===== src/sv/cht_pkg.sv =====
`timescale 1ns / 1ps

package cht_pkg;

    // Beat field widths
    localparam int REQ_W     = 2;
    localparam int KEY_W     = 32;
    localparam int VAL_W     = 32;
    localparam int STAT_W    = 2;
    localparam int BKT_OUT_W = 7;
    localparam int KEY_BYTES = KEY_W / 8;

    // Request codes
    localparam logic [REQ_W-1:0] REQ_SET = 2'd0;
    localparam logic [REQ_W-1:0] REQ_GET = 2'd1;
    localparam logic [REQ_W-1:0] REQ_DEL = 2'd2;

    // Status codes
    localparam logic [STAT_W-1:0] ST_OK        = 2'd0;
    localparam logic [STAT_W-1:0] ST_NOT_FOUND = 2'd1;
    localparam logic [STAT_W-1:0] ST_FULL      = 2'd2;

    // One slot of a chain
    typedef struct packed {
        logic [KEY_W-1:0] key;
        logic [VAL_W-1:0] value;
    } t_slot;

    // One byte round of the shift-add-xor hash
    function automatic logic [31:0] oaat_round(input logic [31:0] h, input logic [7:0] b);
        logic [31:0] t;
        t = h + {24'd0, b};
        t = t + (t << 10);
        return t ^ (t >> 6);
    endfunction

    // Final mix, first half
    function automatic logic [31:0] oaat_fin_a(input logic [31:0] h);
        logic [31:0] t;
        t = h + (h << 3);
        return t ^ (t >> 11);
    endfunction

    // Final mix, second half
    function automatic logic [31:0] oaat_fin_b(input logic [31:0] h);
        return h + (h << 15);
    endfunction

endpackage


===== src/sv/cht_hash.sv =====
`timescale 1ns / 1ps

module cht_hash #(
    parameter int NUM_BUCKETS = 128,
    localparam int BKT_W = (NUM_BUCKETS > 1) ? $clog2(NUM_BUCKETS) : 1
) (
    input  logic                      i_clk,
    input  logic                      i_rst_n,
    input  logic                      i_start,
    input  logic [cht_pkg::KEY_W-1:0] i_key,
    output logic                      o_done,
    output logic [BKT_W-1:0]          o_bucket
);
    import cht_pkg::*;

    // floor(2^32 / N): quotient estimate is exact or one short
    localparam logic [32:0] RECIP = 33'((64'd1 << 32) / 64'(NUM_BUCKETS));
    localparam logic [31:0] NB32  = 32'(NUM_BUCKETS);

    typedef enum logic [2:0] {
        H_IDLE, H_ROUND, H_FIN1, H_FIN2, H_MUL, H_QN, H_SUB
    } t_hstate;

    t_hstate          r_state;
    logic [KEY_W-1:0] r_key;
    logic [31:0]      r_h;
    logic [31:0]      r_q;
    logic [31:0]      r_qn;
    logic [1:0]       r_cnt;
    logic             r_done;
    logic [BKT_W-1:0] r_bucket;

    logic [64:0]      w_prod;
    logic [63:0]      w_qn;
    logic [31:0]      w_rem;
    logic [31:0]      w_rem_fix;

    // Reciprocal multiply, back-multiply, one correction step
    assign w_prod    = {32'd0, r_h} * {32'd0, RECIP};
    assign w_qn      = {32'd0, r_q} * {32'd0, NB32};
    assign w_rem     = r_h - r_qn;
    assign w_rem_fix = (w_rem >= NB32) ? (w_rem - NB32) : w_rem;

    // Sequencer: one byte round a cycle, then mix, then modulo
    always_ff @(posedge i_clk) begin
        if (!i_rst_n) begin
            r_state <= H_IDLE;
            r_done  <= 1'b0;
        end else begin
            r_done <= (r_state == H_SUB);
            case (r_state)
                H_IDLE: begin
                    if (i_start) begin
                        r_key   <= i_key;
                        r_h     <= '0;
                        r_cnt   <= '0;
                        r_state <= H_ROUND;
                    end
                end
                H_ROUND: begin
                    r_h   <= oaat_round(r_h, r_key[KEY_W-1 -: 8]);
                    r_key <= r_key << 8;
                    r_cnt <= r_cnt + 2'd1;
                    if (r_cnt == 2'(KEY_BYTES - 1)) begin
                        r_state <= H_FIN1;
                    end
                end
                H_FIN1: begin
                    r_h     <= oaat_fin_a(r_h);
                    r_state <= H_FIN2;
                end
                H_FIN2: begin
                    r_h     <= oaat_fin_b(r_h);
                    r_state <= H_MUL;
                end
                H_MUL: begin
                    r_q     <= w_prod[63:32];
                    r_state <= H_QN;
                end
                H_QN: begin
                    r_qn    <= w_qn[31:0];
                    r_state <= H_SUB;
                end
                H_SUB: begin
                    r_bucket <= BKT_W'(w_rem_fix);
                    r_state  <= H_IDLE;
                end
                default: begin
                    r_state <= H_IDLE;
                end
            endcase
        end
    end

    assign o_done   = r_done;
    assign o_bucket = r_bucket;

    // Checks
    a_done_pulse: assert property (@(posedge i_clk) disable iff (!i_rst_n)
        o_done |=> !o_done)
        else $error("hash done held longer than one cycle");

    a_bucket_range: assert property (@(posedge i_clk) disable iff (!i_rst_n)
        o_done |-> (32'(o_bucket) < NB32))
        else $error("bucket index out of range");

    a_done_from_sub: assert property (@(posedge i_clk) disable iff (!i_rst_n)
        $rose(o_done) |-> $past(r_state) == H_SUB)
        else $error("hash done without modulo step");

endmodule


===== config.mk =====
export PLATFORM = sky130hd
export DESIGN_NAME = cht_hash
export DESIGN_NICKNAME = d
export VERILOG_FILES = /design/src/sv/cht_pkg.sv /design/src/sv/cht_hash.sv
export SDC_FILE = /design/constraint.sdc
export NUM_CORES = 1
export LEC_CHECK = 0
export BUFFER_PORTS_ARGS = -buffer_cell sky130_fd_sc_hd__buf_2
export CAP_MARGIN = 20
export CORE_ASPECT_RATIO = 1.1
export CORE_MARGIN = 4
export CORE_UTILIZATION = 50
export DETAILED_ROUTE_END_ITERATION = 12
export PLACE_DENSITY = 0.8
export SETUP_SLACK_MARGIN = 0.02
export SKIP_CTS_REPAIR_TIMING = 1
export SLEW_MARGIN = 25
export SYNTH_ARGS = -nofsm -noshare
export SYNTH_HDL_FRONTEND = slang
export SYNTH_SLANG_ARGS = --single-unit

===== constraint.sdc =====
create_clock -name i_clk -period 5.4 [get_ports i_clk]
set_input_delay 0 -clock i_clk [delete_from_list [all_inputs] [get_ports i_clk]]
set_output_delay 0 -clock i_clk [all_outputs]
set_load 0.02 [all_outputs]

==> results of run 1 <==
critical path, stage by stage, from the launching register on:
cell      delay, ps
edfxtp_1        400
ha_1            240
fa_2            360
a21o_2          210
a21oi_1         180
o21bai_1        100
a21oi_2         170
o21bai_1        100
a21oi_2         180
nand2b_1        140
buf_4           150
nor2_1           60
xor2_1          160
ha_1            270
or2_2           350
o221ai_2        230
a221oi_2        120
a2111o_1        480
and3_4          180
o41ai_4         350
a311oi_2        100
nand2b_1        190
a32o_1          260
stage by stage:
stage	total power, uW	cell area [sq um]
final	5620	8880
after global routing	5930	8880
after CTS	5390	8440
after floorplan	3770	7640
after global placement	4640	8140
after detailed placement	4730	8140
state kept, by name, indices dropped and copies added (netlist names):
signal    count
r_h          32
r_key        32
o_bucket      7
r_state       3
r_cnt         2
o_done        1
area by class of cell:
cell class              count  area (sq um)
clock inverters             6          71.3
clock buffers              10           229
flip-flops and latches     77          2270
fillers                  1213          6120
repair buffers             99           721
well taps                 196           245
multi-input cells         735          5260
inverters                  21          78.8
kinds of logic (layout without fill, tap and decap cells):
kind of cell / Yosys count / in the layout
buffers and inverters: 43 / 136
multiplexers: 3 / 3
adder cells (fa/ha/maj): 79 / 79
AND/OR/NAND/NOR: 297 / 297
AO/OA/AOI/OAI: 228 / 228
XOR/XNOR: 128 / 128
flip-flops: 77 / 77
layer usage:
metal	vias up	global-route usage [%]	wire length (microns)
li1	3329	-	-
met1	3339	30.9	8740
met2	393	43.3	11100
met3	101	4.65	2130
met4	0	13.5	1210
met5	-	0	0
report_power, final:
part | internal, uW | switching [uW] | total, uW
clock | 364 | 275 | 639
sequential | 809 | 182 | 991
combinational | 1710 | 2280 | 3990
total | 2880 | 2740 | 5620
path summary, 6_finish.rpt:
| path | startpoint | slack (ps) | cells past startpoint | endpoint |
|---|---|---|---|---|
| setup / recovery | r_h[0] | 180 | 22 | r_h[31] |
| hold reg to reg | r_key[15] | 510 | 2 | r_key[23] |
| setup reg to reg | r_h[0] | 180 | 22 | r_h[31] |
| hold / removal | i_start | 100 | 4 | r_state[0] |
layout by cell type (no fill, tap or decap), drive strengths merged, types with 28 or more instances in the layout:
cell / count
nand2: 121
xnor2: 90
edfxtp: 73
ha: 73
buf: 66
nor2: 59
o21ai: 49
a21oi: 46
xor2: 36
dlygate4sd3: 33
a21o: 28
==> summary.txt, run 1 <==
Worst hold path
  – Worst min-delay path category: in -> reg

Place
  – Global placement routability congestion: 1.03
  – DP Worst Slack: 9.83 ps
  – Hpwl dp: 16700 microns
  – Inst Count DP: 1089
  – Port buffer count: 42

Logic synthesis
  – Main synth FF type: edfxtp_1
  – Synth top area share: 28.7%
  – Compound-Gate Fraction of Synth Area: 20.7%
  – Syn Std Cell Area: 7640 sq um
  – Seq/Total Area, Yosys: 29.7%
  – Commonest cells post-synth: 121 x nand2_1, 89 x xnor2_1, 73 x edfxtp_1, 73 x ha_1, 59 x nor2_1
  – Synthesized area per cell: 8.94 sq um
  – Synth Instances: 855
  – Distinct cells, synth: 82
  – Mux cell area share after synthesis: 0.393%
  – Ys async rst share: 0%
  – Synth Register Bits: 77
  – Number of synthesized flops with an enable pin: 73
  – Most common cell in the netlist: nand2_1
  – Post-Synth Adder-Cell Area: 13.3%
  – Area contributors post-synth: edfxtp_1 29%, ha_1 12%, xnor2_1 10%, nand2_1 5.9%, xor2_1 4.1%
  – Mapped Nets: 967
  – Yosys warnings: 0
  – Synth area leader: edfxtp_1
  – Largest family of logic cells by synthesized area: compound AO/OA/AOI/OAI gates
  – Synth Area in Simple Gates: 18.4%
  – Post-synthesis xor/xnor area fraction: 15.1%

Final layout
  – Layout net count: 1055
  – Core Util, Final: 59.2%
  – Non-filler instance count after layout: 1144
  – Area growth syn-to-layout: 16.2%
  – Layout cell share with drive strength beyond 1: 13.2%
  – N_diodes: 0

CTS
  – Clock transition at path regs: 60 ps
  – CTS tree: built
  – H-tree depth: 3
  – CTS Sinks: 77
  – Total CTS buffers: 9
  – Clk buf depth: 2
  – CTS root buffer: clkbuf_16
  – Worst-Skew Late Latency: 360 ps

GRT
  – Initial antenna violation count: 0
  – First-pass GRT wire length: 34700 microns
  – Vias in the first global route: 6617
  – Pin count of the biggest net entering global routing: 54
  – Total Routing Usage GR: 25.4%
  – GRT overflow: 0

Critical path
  – CP Class: reg -> reg
  – Crit start category: flop
  – Critical-path maximum fanout: 5
  – CP endpoint kind: flop
  – CP required: 5510 ps
  – Crit path DAT: 5340 ps

Route
  – Drt pass-1 iters: 6
  – Routed Antenna Nets: 0
  – Post-Route WL: 23200 microns
  – Average wire per standard cell: 20.3 microns
  – Via count of the routed design: 7162
  – Vias/cell: 6.26
  – DRC errors left: 0
  – 1st-iter DRT viols: 731

Timing
  – Worst hold margin: 104 ps
  – Worst-Margin Slew: 921 ps
  – Final TNS setup: 0 ps
  – Minimum clock period: 5220 ps
  – Setup WS post-layout: 176 ps
  – Tcrit/Tclk final: 96.7%
  – Fin. Hold Viols: 0
  – Pins Over Slew Limit: 0
  – Setup Viol. Count Final: 0
  – Slew margin rel.: 38.6%
  – Clock Skew: 9.81 ps
  – Fmax: 191 MHz

Die
  – Die Height: 138 microns
  – Initial core utilization: 51.0%
  – Die Wd: 126 microns
  – Die Area: 17300 sq um
  – Core Area: 15000 sq um
  – Io pins: 43
  – Row cnt: 47

Outcome
  – Status: completed

Power
  – Lkg Pwr: 0.00369 uW
  – PwrDens: 633 nW/um^2
  – Maximum VDD drop: 0.000292 V

Flow run
  – Max-Cap Viols: 0
Note: power is estimated with default switching activity, not from simulation.
==> run 2, diff against run 1 <==
- ABC_AREA: default -> 1
==> summary.txt, run 2 <==
Outcome
  – Status: completed

GRT
  – GR met1 Demand/Resource: 35.2% (+4.3 points)
  – Initial antenna violation count: 0 (unchanged)
  – GR Util met2: 44.8% (+1.6 points)
  – Most used routing layer: met2
  – Vias in the first global route: 7627 (+15%)
  – GR met3 Demand/Resource: 3.92% (-0.74 points)
  – First-pass GRT wire length: 38900 microns (+12%)
  – GRT overflow: 0 (unchanged)
  – Pin count of the biggest net entering global routing: 51 (-5.6%)
  – Total Routing Usage GR: 27.0% (+1.6 points)

Place
  – Global placement routability congestion: 1.02 (-0.63%)
  – Hpwl dp: 19200 microns (+15%)
  – Area after DPL: 8540 sq um (+4.9%)
  – Port buffer count: 42 (unchanged)
  – DP Worst Slack: 967 ps (+958 ps)

Final layout
  – Layout net count: 1325 (+26%)
  – FILL cells: 1406 (+16%)
  – Area of the multi-input gates: 5250 sq um (-0.19%)
  – Register area: 2270 sq um (unchanged)
  – Most frequent cells in the layout: 307 x nand2_1, 138 x inv_1, 91 x nand3_1
  – Layout cell share with drive strength beyond 1: 9.11% (-4.1 points)
  – Final Instance Area: 9220 sq um (+3.9%)
  – N_diodes: 0 (unchanged)
  – Core Util, Final: 58.4% (-0.81 points)
  – Commonest non-fill, non-tap cell in the layout: nand2_1
  – Area growth syn-to-layout: 13.9%

Logic synthesis
  – Area contributors post-synth: edfxtp_1 27%, nand2_1 14%, ha_1 11%, inv_1 6.4%, nand3_1 5.6%
  – Synth top area share: 27.1% (-1.6 points)
  – Distinct cells, synth: 48 (-41%)
  – Commonest cells post-synth: 307 x nand2_1, 138 x inv_1, 91 x nand3_1, 79 x a21oi_1, 76 x nor2_1
  – Synth Instances: 1135 (+33%)
  – Most common cell in the netlist: nand2_1
  – Mapped Nets: 1247 (+29%)
  – Number of synthesized flops with an enable pin: 73 (unchanged)
  – Seq/Total Area, Yosys: 28.1% (-1.7 points)
  – Synth area leader: edfxtp_1
  – Syn Std Cell Area: 8100 sq um (+5.9%)
  – Synthesized area per cell: 7.13 sq um (-20%)
  – Yosys warnings: 0 (unchanged)
  – Synth Register Bits: 77 (unchanged)
  – Main synth FF type: edfxtp_1
  – Ys async rst share: 0% (unchanged)

Critical path
  – Critical-path maximum fanout: 6 (+1)
  – CP endpoint kind: flop
  – CP max-delay cell: edfxtp_1
  – CP top delay family: simple AND/OR/NAND/NOR gates
  – Crit path buffers/inverters: 3 (+2)
  – CP Class: reg -> reg
  – Biggest cell delay along the critical path: 450 ps (-30 ps)
  – Most frequent CP cell: nand2_1
  – Crit start category: flop
  – Crit path DAT: 4600 ps (-740 ps)
  – CP required: 5500 ps (about the same)

CTS
  – Clk buf depth: 2 (unchanged)
  – Clock transition at path regs: 70 ps (about the same)
  – Total CTS buffers: 9 (unchanged)
  – CTS root buffer: clkbuf_16
  – CTS Sinks: 77 (unchanged)
  – H-tree depth: 3 (unchanged)
  – CTS tree: built
  – Worst-Skew Late Latency: 350 ps (about the same)

Die
  – Io pins: 43 (unchanged)
  – Die Height: 141 microns (+2.8%)
  – Row cnt: 48 (+2.1%)
  – Core Area: 15800 sq um (+5.3%)
  – Initial core utilization: 51.3% (+0.30 points)
  – Die Wd: 129 microns (+2.7%)
  – Die Area: 18300 sq um (+5.6%)

Route
  – Average wire per standard cell: 18.1 microns (-10%)
  – DRC errors left: 0 (unchanged)
  – Routed Antenna Nets: 0 (unchanged)
  – 1st-iter DRT viols: 814 (+11%)
  – Drt pass-1 iters: 7 (+1)
  – Post-Route WL: 25700 microns (+11%)
  – Vias/cell: 5.82 (-7.1%)
  – Via count of the routed design: 8246 (+15%)

Timing
  – Clock Skew: 10.1 ps (+0.323 ps)
  – Setup WS post-layout: 901 ps (+725 ps)
  – Minimum clock period: 4500 ps (-725 ps)
  – Worst-Margin Slew: 857 ps (-63.3 ps)
  – Pins Over Slew Limit: 0 (unchanged)
  – Fmax: 222 MHz (+16%)
  – Fin. Hold Viols: 0 (unchanged)
  – Final TNS setup: 0 ps (unchanged)
  – Tcrit/Tclk final: 83.3% (-13 points)
  – Slew margin rel.: 42.5% (+3.9 points)
  – Unrepaired setup endpoints after global routing: no
  – Setup Viol. Count Final: 0 (unchanged)

Power
  – Lkg Pwr: 0.00441 uW (+20%)
  – PwrDens: 642 nW/um^2 (+1.5%)
  – Maximum VDD drop: 0.000239 V (-18%)

Flow run
  – Max-Cap Viols: 0 (unchanged)

Worst hold path
  – Worst min-delay path category: in -> reg
[run 2: cell families after synthesis]
logic type / share of synthesized area, %
AOI/OAI and AO/OA: 13.3
xor gates and xnor gates: 8.72
adders and majority gates: 12.3
buffers and inverters: 7.33
DFF: 28.1
and+or+nand+nor: 30.3
[run 2: worst register-to-register path: cells and delay by family (launching register included)]
kind | cells | cell delay [ps]
buffers and inverters | 3 | 230
flip-flops | 1 | 450
XOR/XNOR | 1 | 150
adder cells (fa/ha/maj) | 3 | 840
AND/OR/NAND/NOR | 14 | 1550
AO/OA/AOI/OAI | 4 | 1020
[run 2: area by class of cell]
cell class,count,area share [%]
tap,200,2.71
clock inverter,7,0.991
sequential,77,24.6
inverter,140,5.70
multi-input combinational,904,56.9
clock buffer,9,2.44
timing repair buffer,81,6.59
[run 2: worst paths after layout]
path                                   end  slack, ps      from  cells past startpoint
worst max-delay path               r_h[25]        900    r_h[0]                     25
worst min-delay path            r_state[2]         30   i_rst_n                      3
worst max register to register     r_h[25]        900    r_h[0]                     25
worst min register to register   r_key[11]        520  r_key[3]                      2
[run 2: layer usage]
layer	up-vias	part of all wire (%)
met5	-	0
met4	0	4.4
met3	82	8.0
met2	414	47
met1	3763	40
li1	3987	-
[run 2: where the power goes]
group / switching, uW / internal, uW / total, uW / leakage, uW
registers: 238 / 832 / 1070 / 0.000733
logic: 2780 / 1420 / 4200 / 0.00353
clock network: 282 / 370 / 651 / 0.000151
total: 3300 / 2620 / 5920 / 0.00441
[run 2: through the flow]
step	hold WS [ps]	total power (uW)	instances
global placement	254	5050	1367
CTS	-96.5	5780	1383
floorplan	136	3980	1135
detailed placement	262	5110	1367
finish	28.3	5920	1418
global route	62.6	6370	1418
